==> config.mk <==
export PLATFORM = sky130hd
export DESIGN_NAME = mfb_ram
export DESIGN_NICKNAME = d
export VERILOG_FILES = /design/src/sv/mfb_ram.sv
export SDC_FILE = /design/constraint.sdc
export NUM_CORES = 2
export LEC_CHECK = 0
export ABC_AREA = 1
export BUFFER_PORTS_ARGS = -buffer_cell sky130_fd_sc_hd__buf_2
export CAP_MARGIN = 15
export CORE_MARGIN = 2
export CORE_UTILIZATION = 35
export DETAILED_ROUTE_END_ITERATION = 7
export GPL_TIMING_DRIVEN = 1
export HOLD_SLACK_MARGIN = 0.03
export PLACE_DENSITY_LB_ADDON = 0.1
export SYNTH_ARGS = -nofsm -noshare
export SYNTH_HDL_FRONTEND = slang
export SYNTH_SLANG_ARGS = --single-unit
export TNS_END_PERCENT = 1
==> constraint.sdc <==
create_clock -name clk -period 4.95 [get_ports clk]
set_clock_uncertainty 0.05 [all_clocks]
set_input_delay 0.2475 -clock clk [delete_from_list [all_inputs] [get_ports clk]]
set_output_delay 0.2475 -clock clk [all_outputs]
set_load 0.1 [all_outputs]
==> src/sv/mfb_ram.sv <==
module mfb_ram #(
  parameter int WIDTH = 8,
  parameter int DEPTH = 512
) (
  input  logic                     clk,
  input  logic                     we,
  input  logic [$clog2(DEPTH)-1:0] waddr,
  input  logic [WIDTH-1:0]         wdata,
  input  logic                     re,
  input  logic [$clog2(DEPTH)-1:0] raddr,
  output logic [WIDTH-1:0]         rdata
);

  logic [WIDTH-1:0] mem [DEPTH];
  logic [WIDTH-1:0] rdata_r;

  always_ff @(posedge clk) begin
    if (we) begin
      mem[waddr] <= wdata;
    end
    if (re) begin
      rdata_r <= mem[raddr];
    end
  end

  assign rdata = rdata_r;

endmodule

==> flow_summary_export.csv <==
group,metric,value,unit
power,leakage,64.28,nW
final_layout,final_util,39.61,%
cts,cts_sinks,4104,
synth,synth_area_per_cell,12.01,um^2
grt,antenna_found_initial,53,
timing,hold_slack,0.1271,ns
critical_path,r2r_end,"rdata[1]",
critical_path,cp.required,5.78,ns
synth,synth_ff_type,"edfxtp_1",
cts,htreeDepth,5,
power,internal_power,58.31,mW
synth,synth-edff-count,4104,
timing,fmax,0.2814,GHz
final_layout,area_growth,12.75,%
synth,syn_nets,13920,
final_layout,regArea,0.1232,mm^2
cts,cts_root_buffer,"clkbuf_16",
critical_path,crit_path_end_kind,"flop",
floorplan,die_area,0.4821,mm^2
timing,slew_headroom,16.45,%
detailed_routing,dr_total_vias,108500,
timing,timing.final.crit_share,71.79,%
power,p_seq_share,50.4,%
synth,yosysTopAreaCell,"edfxtp_1",
power,power,76.02,mW
power,p_sw,17.71,mW
cts,cts_buffers,454,
grt,track_usage,21.80,%
cts,cts_tree,"done",
placement,place_ws,0.4110,ns
floorplan,core_area,0.4748,mm^2
synth,post_synth_num_cell_types,15,
synth,yosys-top-cells-area,"edfxtp_1 74%, nand3_1 12%, nand2_1 9.4%",
floorplan,die_x,694.4,um
power,power-per-cell-area,404.2,mW/mm^2
floorplan,initial_core_util,35.13,%
min_path,holdPathEnd,"mem[230][2]",
final_layout,nets,13770,
run,cap_violations,0,
detailed_routing,route.detailed.drc,0,
final_layout,multiInputGateArea,0.03816,mm^2
placement,port_buffers,36,
synth,ys_warn_count,0,
placement,dp_hpwl,303800,um
grt,grt-ovfl-total,0,
critical_path,arrival,4.39,ns
synth,netlist.area_leader.share,73.88,%
cts,cts_setup_buffers,0,
critical_path,rr_worst_depth,10,
synth,ys_async_sr_fraction,0,%
floorplan,io_pins,37,
timing,setup_viol,0,
timing,drv_slew,0,
final_layout,fillers,45030,
cts,worstSkewPairLatency,1.03,ns
critical_path,cp-start-kind,"input port",
grt,grt_pass1_vias,105800,
detailed_routing,dr.pass1.iters,6,
grt,grt_max_degree,149,
cts,clk_pin_slew_worst_paths,0.06,ns
timing,timing_hold_violations_final,0,
floorplan,num_rows,253,
detailed_routing,postRouteAntennaNets,0,
synth,synthTopCellsByCount,"4160 x nand2_1, 4104 x edfxtp_1, 4080 x nand3_1",
synth,ys_ff_latch,4104,
final_layout,drive_above_1_share,7.070,%
power,max-vdd-ir-drop,0.0002879,V
power,pwr-share-clk,43.5,%
placement,gp_congestion,0.8149,
cts,cts-resized-gates,0,
critical_path,critical_path_class,"input port to flop",
detailed_routing,drt_iter0_markers,11330,
cts,clock_path_buffers,4,
detailed_routing,viasPerCell,5.321,
grt,grt_pass1_wl,772400,um
outcome,status,"finished, final reports clean",
detailed_routing,wl,538100,um
timing,final.min_clock_period,3.554,ns
timing,worstMarginPinSlew,1.253,ns
min_path,hold_depth,6,
critical_path,timing.rr.start,"mem[499][1]",
timing,fin_ws,1.396,ns
power,power_frac_comb,6.1,%
synth,synth_area,0.1668,mm^2
timing,grt_setup_unrepaired,"false",
power,power_switching_share,23.29,%
detailed_routing,wl_per_cell,26.40,um
synth,yosysSeqAreaShare,73.88,%
critical_path,critPathMaxFanout,75,
floorplan,dieHeight,694.4,um
min_path,hold_class,"input port to flop",
critical_path,ff2ff_setup_slack,1.98,ns
synth,yosysMostFrequentCell,"nand2_1",
timing,fin_setup_tns,0,ns
min_path,worstHoldStart,"waddr[4]",
synth,postSynthCellCount,13890,
worst max path at each step:
stage                        start          end  slack (ns)
after floorplan           waddr[4]  mem[212][0]        3.06
after global placement    raddr[0]     rdata[1]        0.35
after detailed placement  raddr[0]     rdata[1]        0.41
after CTS                 waddr[5]  mem[348][3]        1.46
after global routing      raddr[0]     rdata[6]        1.24
final                     raddr[2]     rdata[1]        1.40
layer usage:
| metal | routed length [um] | share of wire [%] | track usage [%] |
|---|---|---|---|
| met1 | 241300 | 45 | 31.46 |
| met2 | 248800 | 46 | 34.79 |
| met3 | 33530 | 6.2 | 2.865 |
| met4 | 14360 | 2.7 | 5.544 |
| met5 | 129 | 0.024 | 0 |
repair_timing:
action / CTS / global route
endpoints found under the hold margin: 1549 / 0
hold buffers: 18 / 0
setup endpoints to repair: 0 / 0
area by class of cell:
cell class | count | area share [%]
antenna | 23 | 0.03060
clock buffer | 569 | 6.327
clock inverter | 261 | 1.292
inverter | 39 | 0.1078
multi-input combinational | 8765 | 20.29
sequential | 4104 | 65.53
tap | 6247 | 4.156
timing repair buffer | 378 | 2.270
kinds of logic after synthesis:
logic type             share of synthesized area, %
AND/OR/NAND/NOR                               22.79
flip-flops                                    73.88
buffers and inverters                         3.328
critical path, cell delays in order:
cell and delay, ns:
buf_8 0.15, inv_8 0.57, buf_12 0.32, buf_12 0.37, nand3_1 0.16, nand3_1 0.12, nand3_1 0.21, nand3_1 0.26
nand3_1 0.28, nand3_1 0.53, nand3_1 0.44, nand2_1 0.15
power by group through the flow:
stage	logic (mW)	registers, mW	clock network, mW
2_1_floorplan	2.37	39.1	0
3_3_place_gp	4.66	39.1	0
3_5_place_dp	4.67	39.1	0
4_1_cts	4.69	38.3	33.7
5_1_grt	5.01	38.3	34.9
6_report	4.64	38.3	33.0
layout by cell type (no fill, tap or decap), types with 39 or more instances in the layout:
master	Yosys	layout
buf_4	123	217
buf_12	1	108
edfxtp_1	4104	4104
bufinv_16	0	39
clkinv_2	0	84
nand3_1	4080	4080
nand2_1	4160	4145
clkbuf_1	184	110
clkbuf_16	0	459
nor2_1	514	511
clkinv_1	0	112
flip-flops by register name, indices dropped and copies added (netlist names):
name and cells:
mem 4096, rdata 8
metrics by stage:
| stage | area (um^2) | cells |
|---|---|---|
| finish | 188100 | 20390 |
| detailed placement | 173500 | 19520 |
| global placement | 173500 | 19510 |
| CTS | 188000 | 20360 |
| global route | 188000 | 20380 |
| floorplan | 166800 | 13890 |
No activity file was read; power rests on OpenSTA's default activity.
